## src/hdl/dep_pkg.sv

```systemverilog
// Shared constants and types for the power iteration block.
package dep_pkg;

    localparam int MAX_DIM = 8;
    localparam int DIM_W   = $clog2(MAX_DIM);
    localparam int ADDR_W  = 2 * DIM_W;
    localparam int ACC_W   = 40;
    localparam int QUO_W   = 15;
    localparam int ITER_W  = 10;
    localparam int SIZE_W  = 4;

    localparam logic signed [15:0] ONE_Q14 = 16'sd16384;

    // Configuration register indexes.
    localparam logic CFG_ITERATION_COUNT = 1'b0;
    localparam logic CFG_MATRIX_SIZE     = 1'b1;

    // Input operation codes.
    localparam logic OP_LOAD  = 1'b0;
    localparam logic OP_START = 1'b1;

    // Control of the multiply-accumulate unit.
    typedef struct packed {
        logic clear;
        logic rd_en;
        logic acc_en;
    } mac_ctrl_t;

endpackage

```

## src/hdl/dep_mac.sv

```systemverilog
// Matrix memory and shared multiply-accumulate unit.
module dep_mac
    import dep_pkg::*;
(
    input  logic                    clk,
    input  logic                    rst_n,
    input  logic                    wr_en,
    input  logic [ADDR_W-1:0]       wr_addr,
    input  logic [15:0]             wr_data,
    input  logic [ADDR_W-1:0]       rd_addr,
    input  mac_ctrl_t               ctrl,
    input  logic signed [15:0]      vec_elem,
    output logic signed [ACC_W-1:0] acc
);

    logic [15:0]             mem [MAX_DIM*MAX_DIM];
    logic [15:0]             rdata_reg;
    logic signed [ACC_W-1:0] acc_reg;
    logic signed [31:0]      prod;

    // Matrix memory with one write and one registered read port.
    always_ff @(posedge clk)
    begin
        if (wr_en)
        begin
            mem[wr_addr] <= wr_data;
        end
        if (ctrl.rd_en)
        begin
            rdata_reg <= mem[rd_addr];
        end
    end

    assign prod = $signed(rdata_reg) * vec_elem;

    // Accumulator for one row of the product.
    always_ff @(posedge clk or negedge rst_n)
    begin
        if (!rst_n)
        begin
            acc_reg <= '0;
        end
        else if (ctrl.clear)
        begin
            acc_reg <= '0;
        end
        else if (ctrl.acc_en)
        begin
            acc_reg <= acc_reg + ACC_W'(prod);
        end
    end

    assign acc = acc_reg;

endmodule

```

## src/hdl/dep_div.sv

```systemverilog
// Bit-serial restoring divider giving (dividend << 14) / divisor.
module dep_div
    import dep_pkg::*;
(
    input  logic             clk,
    input  logic             rst_n,
    input  logic             start,
    input  logic [ACC_W-1:0] dividend,
    input  logic [ACC_W-1:0] divisor,
    output logic             done,
    output logic [QUO_W-1:0] quotient
);

    logic [ACC_W:0]   rem_reg;
    logic [ACC_W:0]   shifted;
    logic [ACC_W:0]   dvs;
    logic [QUO_W-1:0] quo_reg;
    logic [3:0]       cnt_reg;
    logic             busy_reg;
    logic             done_reg;
    logic             bit_q;

    assign dvs     = {1'b0, divisor};
    assign shifted = {rem_reg[ACC_W-1:0], 1'b0};
    assign bit_q   = (shifted >= dvs);

    // The dividend never exceeds the divisor, so the first step yields the top bit.
    always_ff @(posedge clk or negedge rst_n)
    begin
        if (!rst_n)
        begin
            busy_reg <= 1'b0;
            done_reg <= 1'b0;
            cnt_reg  <= '0;
        end
        else
        begin
            done_reg <= 1'b0;
            if (start)
            begin
                busy_reg <= 1'b1;
                cnt_reg  <= 4'(QUO_W - 1);
            end
            else if (busy_reg)
            begin
                cnt_reg <= cnt_reg - 4'd1;
                if (cnt_reg == 4'd1)
                begin
                    busy_reg <= 1'b0;
                    done_reg <= 1'b1;
                end
            end
        end
    end

    // Remainder and quotient shift registers.
    always_ff @(posedge clk)
    begin
        if (start)
        begin
            if ({1'b0, dividend} >= dvs)
            begin
                rem_reg <= {1'b0, dividend} - dvs;
                quo_reg <= QUO_W'(1);
            end
            else
            begin
                rem_reg <= {1'b0, dividend};
                quo_reg <= '0;
            end
        end
        else if (busy_reg)
        begin
            rem_reg <= bit_q ? (shifted - dvs) : shifted;
            quo_reg <= {quo_reg[QUO_W-2:0], bit_q};
        end
    end

    assign done     = done_reg;
    assign quotient = quo_reg;

endmodule

```

## src/hdl/dominant_eigen_power_iteration.sv

```systemverilog
// Operation: a load writes one matrix entry; a start runs the set number of iterations.
// Each iteration uses the shared multiply-accumulate unit (states S_RD and S_MAC per term) and the
// one-bit-a-cycle divider per element; results then leave one per cycle while out_ready is high.
// Throughput: one load per cycle; no item is taken while a run or its results are pending.
// Reset clears control, sets the vector to all ones and the registers to 16 and 8.
module dominant_eigen_power_iteration
    import dep_pkg::*;
(
    input  logic                clk,
    input  logic                rst_n,
    input  logic                in_valid,
    output logic                in_ready,
    input  logic                operation,
    input  logic [2:0]          row,
    input  logic [2:0]          col,
    input  logic signed [15:0]  entry_value,
    output logic                out_valid,
    input  logic                out_ready,
    output logic [2:0]          element_index,
    output logic signed [15:0]  component,
    output logic [31:0]         eigen_magnitude,
    output logic                last,
    output logic                status,
    input  logic                cfg_valid,
    output logic                cfg_ready,
    input  logic                cfg_index,
    input  logic [9:0]          cfg_data
);

    localparam logic [3:0] S_IDLE = 4'd0;
    localparam logic [3:0] S_RD   = 4'd1;
    localparam logic [3:0] S_MAC  = 4'd2;
    localparam logic [3:0] S_ROW  = 4'd3;
    localparam logic [3:0] S_CHK  = 4'd4;
    localparam logic [3:0] S_DIVS = 4'd5;
    localparam logic [3:0] S_DIVW = 4'd6;
    localparam logic [3:0] S_NEXT = 4'd7;
    localparam logic [3:0] S_OUT  = 4'd8;
    localparam logic [3:0] S_FAIL = 4'd9;

    logic [3:0]              state_reg;
    logic [3:0]              state_next;
    logic [ITER_W-1:0]       iter_count_reg;
    logic [SIZE_W-1:0]       size_reg;
    logic [ITER_W-1:0]       iter_reg;
    logic [DIM_W-1:0]        last_idx_reg;
    logic [DIM_W-1:0]        i_reg;
    logic [DIM_W-1:0]        j_reg;
    logic [ACC_W-1:0]        max_reg;
    logic signed [15:0]      vector_reg [MAX_DIM];
    logic signed [ACC_W-1:0] product_reg [MAX_DIM];
    logic signed [ACC_W-1:0] acc;
    logic [ACC_W-1:0]        acc_mag;
    logic signed [ACC_W-1:0] prod_sel;
    logic [ACC_W-1:0]        prod_mag;
    logic [QUO_W-1:0]        quotient;
    logic                    div_done;
    logic                    in_fire;
    logic                    out_fire;
    logic [DIM_W-1:0]        size_last;
    mac_ctrl_t               mac_ctrl;

    assign in_ready  = (state_reg == S_IDLE);
    assign in_fire   = in_valid && in_ready;
    assign out_valid = (state_reg == S_OUT) || (state_reg == S_FAIL);
    assign out_fire  = out_valid && out_ready;
    assign cfg_ready = 1'b1;

    // Active size: zero acts as one, anything above the store saturates.
    always_comb
    begin
        if (size_reg == '0)
        begin
            size_last = '0;
        end
        else if (size_reg > SIZE_W'(MAX_DIM))
        begin
            size_last = DIM_W'(MAX_DIM - 1);
        end
        else
        begin
            size_last = DIM_W'(size_reg - SIZE_W'(1));
        end
    end

    assign acc_mag  = acc[ACC_W-1] ? ACC_W'(-acc) : ACC_W'(acc);
    assign prod_sel = product_reg[i_reg];
    assign prod_mag = prod_sel[ACC_W-1] ? ACC_W'(-prod_sel) : ACC_W'(prod_sel);

    // Control of the shared multiply-accumulate unit.
    always_comb
    begin
        mac_ctrl.clear  = (state_reg == S_ROW) || (in_fire && operation == OP_START);
        mac_ctrl.rd_en  = (state_reg == S_RD);
        mac_ctrl.acc_en = (state_reg == S_MAC);
    end

    dep_mac u_mac (
        .clk      (clk),
        .rst_n    (rst_n),
        .wr_en    (in_fire && operation == OP_LOAD),
        .wr_addr  ({row, col}),
        .wr_data  (entry_value),
        .rd_addr  ({i_reg, j_reg}),
        .ctrl     (mac_ctrl),
        .vec_elem (vector_reg[j_reg]),
        .acc      (acc)
    );

    dep_div u_div (
        .clk      (clk),
        .rst_n    (rst_n),
        .start    (state_reg == S_DIVS),
        .dividend (prod_mag),
        .divisor  (max_reg),
        .done     (div_done),
        .quotient (quotient)
    );

    // Sequencer next state.
    always_comb
    begin
        state_next = state_reg;
        case (state_reg)
            S_IDLE:
            begin
                if (in_fire && operation == OP_START)
                begin
                    state_next = (iter_count_reg == '0) ? S_OUT : S_RD;
                end
            end
            S_RD:
            begin
                state_next = S_MAC;
            end
            S_MAC:
            begin
                state_next = (j_reg == last_idx_reg) ? S_ROW : S_RD;
            end
            S_ROW:
            begin
                state_next = (i_reg == last_idx_reg) ? S_CHK : S_RD;
            end
            S_CHK:
            begin
                state_next = (max_reg == '0) ? S_FAIL : S_DIVS;
            end
            S_DIVS:
            begin
                state_next = S_DIVW;
            end
            S_DIVW:
            begin
                if (div_done)
                begin
                    state_next = (i_reg == last_idx_reg) ? S_NEXT : S_DIVS;
                end
            end
            S_NEXT:
            begin
                state_next = (iter_reg + ITER_W'(1) == iter_count_reg) ? S_OUT : S_RD;
            end
            S_OUT:
            begin
                if (out_fire && i_reg == last_idx_reg)
                begin
                    state_next = S_IDLE;
                end
            end
            S_FAIL:
            begin
                if (out_fire)
                begin
                    state_next = S_IDLE;
                end
            end
            default:
            begin
                state_next = S_IDLE;
            end
        endcase
    end

    // Control registers, counters, vector and running maximum.
    always_ff @(posedge clk or negedge rst_n)
    begin
        if (!rst_n)
        begin
            state_reg      <= S_IDLE;
            iter_count_reg <= ITER_W'(16);
            size_reg       <= SIZE_W'(MAX_DIM);
            iter_reg       <= '0;
            last_idx_reg   <= '0;
            i_reg          <= '0;
            j_reg          <= '0;
            max_reg        <= '0;
            for (int k = 0; k < MAX_DIM; k++)
            begin
                vector_reg[k] <= ONE_Q14;
            end
        end
        else
        begin
            state_reg <= state_next;
            if (cfg_valid && cfg_ready)
            begin
                case (cfg_index)
                    CFG_ITERATION_COUNT: iter_count_reg <= cfg_data;
                    CFG_MATRIX_SIZE:     size_reg       <= cfg_data[SIZE_W-1:0];
                    default:             size_reg       <= size_reg;
                endcase
            end
            case (state_reg)
                S_IDLE:
                begin
                    if (in_fire && operation == OP_START)
                    begin
                        last_idx_reg <= size_last;
                        iter_reg     <= '0;
                        i_reg        <= '0;
                        j_reg        <= '0;
                        max_reg      <= '0;
                        for (int k = 0; k < MAX_DIM; k++)
                        begin
                            vector_reg[k] <= ONE_Q14;
                        end
                    end
                end
                S_MAC:
                begin
                    if (j_reg != last_idx_reg)
                    begin
                        j_reg <= j_reg + DIM_W'(1);
                    end
                end
                S_ROW:
                begin
                    j_reg <= '0;
                    if (acc_mag > max_reg)
                    begin
                        max_reg <= acc_mag;
                    end
                    i_reg <= (i_reg == last_idx_reg) ? '0 : i_reg + DIM_W'(1);
                end
                S_DIVW:
                begin
                    if (div_done)
                    begin
                        vector_reg[i_reg] <= prod_sel[ACC_W-1] ? -$signed({1'b0, quotient})
                                                               : $signed({1'b0, quotient});
                        i_reg <= (i_reg == last_idx_reg) ? '0 : i_reg + DIM_W'(1);
                    end
                end
                S_NEXT:
                begin
                    if (iter_reg + ITER_W'(1) != iter_count_reg)
                    begin
                        iter_reg <= iter_reg + ITER_W'(1);
                        max_reg  <= '0;
                    end
                end
                S_OUT:
                begin
                    if (out_fire)
                    begin
                        i_reg <= (i_reg == last_idx_reg) ? '0 : i_reg + DIM_W'(1);
                    end
                end
                default:
                begin
                    i_reg <= i_reg;
                end
            endcase
        end
    end

    // Product store, written at the end of each row.
    always_ff @(posedge clk)
    begin
        if (state_reg == S_ROW)
        begin
            product_reg[i_reg] <= acc;
        end
    end

    // Result fields; the magnitude is at most 30 bits wide, so it never reaches saturation.
    always_comb
    begin
        if (state_reg == S_OUT)
        begin
            element_index   = i_reg;
            component       = vector_reg[i_reg];
            eigen_magnitude = 32'(max_reg[ACC_W-1:10]);
            last            = (i_reg == last_idx_reg);
            status          = 1'b0;
        end
        else
        begin
            element_index   = '0;
            component       = '0;
            eigen_magnitude = '0;
            last            = (state_reg == S_FAIL);
            status          = (state_reg == S_FAIL);
        end
    end

endmodule

```

## config.mk

```make
export PLATFORM = sky130hd
export DESIGN_NAME = dominant_eigen_power_iteration
export DESIGN_NICKNAME = d
export VERILOG_FILES = /design/src/hdl/dep_pkg.sv /design/src/hdl/dep_mac.sv /design/src/hdl/dep_div.sv /design/src/hdl/dominant_eigen_power_iteration.sv
export SDC_FILE = /design/constraint.sdc
export NUM_CORES = 2
export LEC_CHECK = 0
export ABC_AREA = 1
export BUFFER_PORTS_ARGS = -buffer_cell sky130_fd_sc_hd__clkbuf_2
export CORE_UTILIZATION = 30
export DETAILED_ROUTE_END_ITERATION = 6
export PLACE_DENSITY = 0.43
export RECOVER_POWER = 25
export REMOVE_ABC_BUFFERS = 1
export SYNTH_ARGS = -nofsm -noshare
export SYNTH_HDL_FRONTEND = slang
export SYNTH_HIERARCHICAL = 1
export SYNTH_SLANG_ARGS = --single-unit
```

## constraint.sdc

```tcl
create_clock -name clk -period 9.78 [get_ports clk]
set_input_delay 0.489 -clock clk [delete_from_list [all_inputs] [get_ports clk]]
set_output_delay 0.489 -clock clk [all_outputs]
set_load 0.02 [all_outputs]
```

==> flow_metrics.env <==
export IMPL_outcome="finished with violations"
export IMPL_violations="max-capacitance violations, max-slew violations"
export IMPL_io_pins=95
export IMPL_clock_latency_ps=920
export IMPL_grt_pass1_wl_um=486000
export IMPL_slew_viol_final=910
export IMPL_slowest_stage="dfrtp_4"
export IMPL_setup_viol=0
export IMPL_clk_pin_slew_ps=60
export IMPL_drv_cap=14
export IMPL_start_kind="flip-flop"
export IMPL_drive_gt1_frac=0.0684
export IMPL_relSlewSlack=-1.58
export IMPL_fmax_ghz=0.119
export IMPL_cp_max_fo=37
export IMPL_dp_hpwl_um=221000
export IMPL_nNetsFinal=11100
export IMPL_fin_hold_ws_ps=42.0
export IMPL_rows=206
export IMPL_worst_ep_arrival_time_ps=9100
export IMPL_critPathMaxStageDelay_ps=760
export IMPL_async_reset_ff_frac=0.151
export IMPL_cts_buffers=197
export IMPL_core_area_um2=315000
export IMPL_portBuffers=91
export IMPL_dieArea_um2=318000
export IMPL_grtUsageTotal=0.205
export IMPL_initial_utilization=0.301
export IMPL_min_path_type="in -> reg"
export IMPL_finalWeightedCongestion=0.935
export IMPL_synthToLayoutAreaGrowth_pct=12.0
export IMPL_p_per_area_nw_per_um2=362
export IMPL_synth_edf_count=1415
export IMPL_grt_pass1_vias=72100
export IMPL_cts_root_buf="clkbuf_16"
export IMPL_fillCellCount=32400
export IMPL_leakagePower_nw=45.4
export IMPL_via_per_inst=4.88
export IMPL_htree_levels=4
export IMPL_grt_max_degree=162
export IMPL_hold_viol_final=0
export IMPL_ant_nets=0
export IMPL_ir_worst_vdd_mv=0.603
export IMPL_rsz0062_at_grt="no"
export IMPL_routedWlPerCell_um=22.2
export IMPL_synth_cell_types=74
export IMPL_synth_ff_type="edfxtp_1"
export IMPL_routed_wirelength_um=329000
export IMPL_finalPower_mw=38.4
export IMPL_period_minus_slack_ps=8380
export IMPL_finalCritPeriodShare=0.856
export IMPL_stdcell_area_um2=106000
export IMPL_netlist_instances=10500
export IMPL_gr_total_overflow=0
export IMPL_cts_tree="yes"
export IMPL_synth_most_common_cell="nand2_1"
export IMPL_dpl_cell_area_um2=99900
export IMPL_clock_sinks=1666
export IMPL_finalNonFillerCells=14800
export IMPL_drtIter0Drc=6142
export IMPL_finalClockSkew_ps=86.3
export IMPL_crit_type="reg -> reg"
export IMPL_cp_end_kind="flip-flop"
export IMPL_dp_cells=14500
export IMPL_dr_pass1_iters=5
export IMPL_synth_area_top_cells="edfxtp_1 (45%), nand2_1 (13%), fa_1 (7.0%)"
export IMPL_synth_common_cells="nand2_1 (3158), edfxtp_1 (1415), inv_1 (1352), nor2_1 (1023), o21ai_0 (636)"
export IMPL_largest_register_ffs=1024
export IMPL_antenna_found_initial=12
export IMPL_setup_tns_final_ps=0
export IMPL_postSynthAreaPerCell_um2=9.02
export IMPL_synth_top_area_share=0.448
export IMPL_worstPathRequired_ps=10500
export IMPL_syn_cell_area_um2=94800
export IMPL_clockBufferDepth=4
export IMPL_route_detailed_drc=0
export IMPL_yosys_warnings=6
export IMPL_vias=72400
export IMPL_worst_pin_slew_ps=3870
export IMPL_yosysSeqAreaShare=0.514
export IMPL_synth_top_area_cell="edfxtp_1"
export IMPL_multiInputGateArea_um2=38700
export IMPL_synth_seq_cells=1666
export IMPL_seq_area_um2=48800
export IMPL_die_h_um=564
export IMPL_die_w_um=564
[through the flow]
step | utilization | setup slack (ps)
floorplan | - | -9120
global placement | 0.317 | 1420
detailed placement | 0.317 | 1410
CTS | 0.337 | 1400
global route | 0.337 | 728
finish | 0.337 | 1400
[critical path, delay by kind of cell (launching register included)]
family	cells	cell delay (ps)
fa+ha+maj	7	3810
buf+inv	7	1660
simple gates	12	1310
flops	1	760
compound gates	3	630
[timing repair]
item,in CTS,in global routing
buffers inserted,0,0
resized for setup,0,0
endpoints found under the hold margin,130,0
endpoints found under the setup margin,0,0
hold buffers,17,0
[placed cells by master, fill, tap and decap left out, types with 11 or more instances in the layout]
master	instances
nor2_2	34
clkinv_1	49
a21oi_4	11
clkbuf_1	54
a221oi_1	26
nor2_4	15
o21ai_0	636
a22oi_1	14
xnor2_1	54
a21oi_1	225
dfrtp_1	234
fa_1	332
nor4_1	12
dlygate4sd3_1	17
nor3_1	26
nand2_1	3156
a31oi_2	13
nand3_1	427
nand4_1	78
nor2_1	1001
xor2_1	45
nand2_2	11
nand3_2	11
clkbuf_2	87
inv_1	1348
buf_4	162
nand3b_1	45
clkinv_2	38
bufinv_16	13
ha_1	244
edfxtp_1	1415
o21ai_1	69
clkbuf_16	198
inv_2	35
o22ai_1	359
o21bai_1	19
[layer usage]
metal	global-route usage	vias to the layer above	share of wire
li1	-	34400	-
met1	0.280	35800	0.45
met2	0.342	1828	0.47
met3	0.0249	379	0.050
met4	0.0561	6	0.027
met5	0	-	0.00010
[cells by family (layout without fill, tap and decap cells)]
logic type,count (synthesis),in the layout,share of synthesized area
xor+xnor,110,110,0.0111
fa+ha+maj,576,576,0.102
buf+inv,1865,2035,0.0801
compound gates,1431,1431,0.0855
simple gates,4856,4856,0.206
other cells,2,9,0.0000792
flops,1666,1666,0.514
mux,2,2,0.000224
[final timing paths]
check	startpoint	end	slack, ps	depth (start not counted)
hold / removal	operation	last_idx_reg[2]	40	3
setup reg to reg	j_reg[1]	u_mac/acc[39]	1400	29
min in group asynchronous	rst_n	vector_reg[5]	300	2
setup / recovery	j_reg[1]	u_mac/acc[39]	1400	29
max in group asynchronous	rst_n	i_reg[2]	7190	4
hold reg to reg	size_reg[1]	size_reg[1]	490	2
[report_power, final]
group,switching [mW],internal (mW)
registers,0.576,8.16
clock network,3.07,4.10
logic,15.6,6.93
total,19.2,19.2
[layout make-up]
class / instances / share of cell area
Clock inverter: 113 / 0.00936
Multi-Input combinational cell: 6978 / 0.365
Sequential cell: 1666 / 0.460
Clock buffer: 241 / 0.0488
Timing Repair Buffer: 288 / 0.0187
Tap cell: 4160 / 0.0490
Inverter: 1393 / 0.0496
Antenna cell: 6 / 0.000141
No activity file was read; power rests on OpenSTA's default activity.
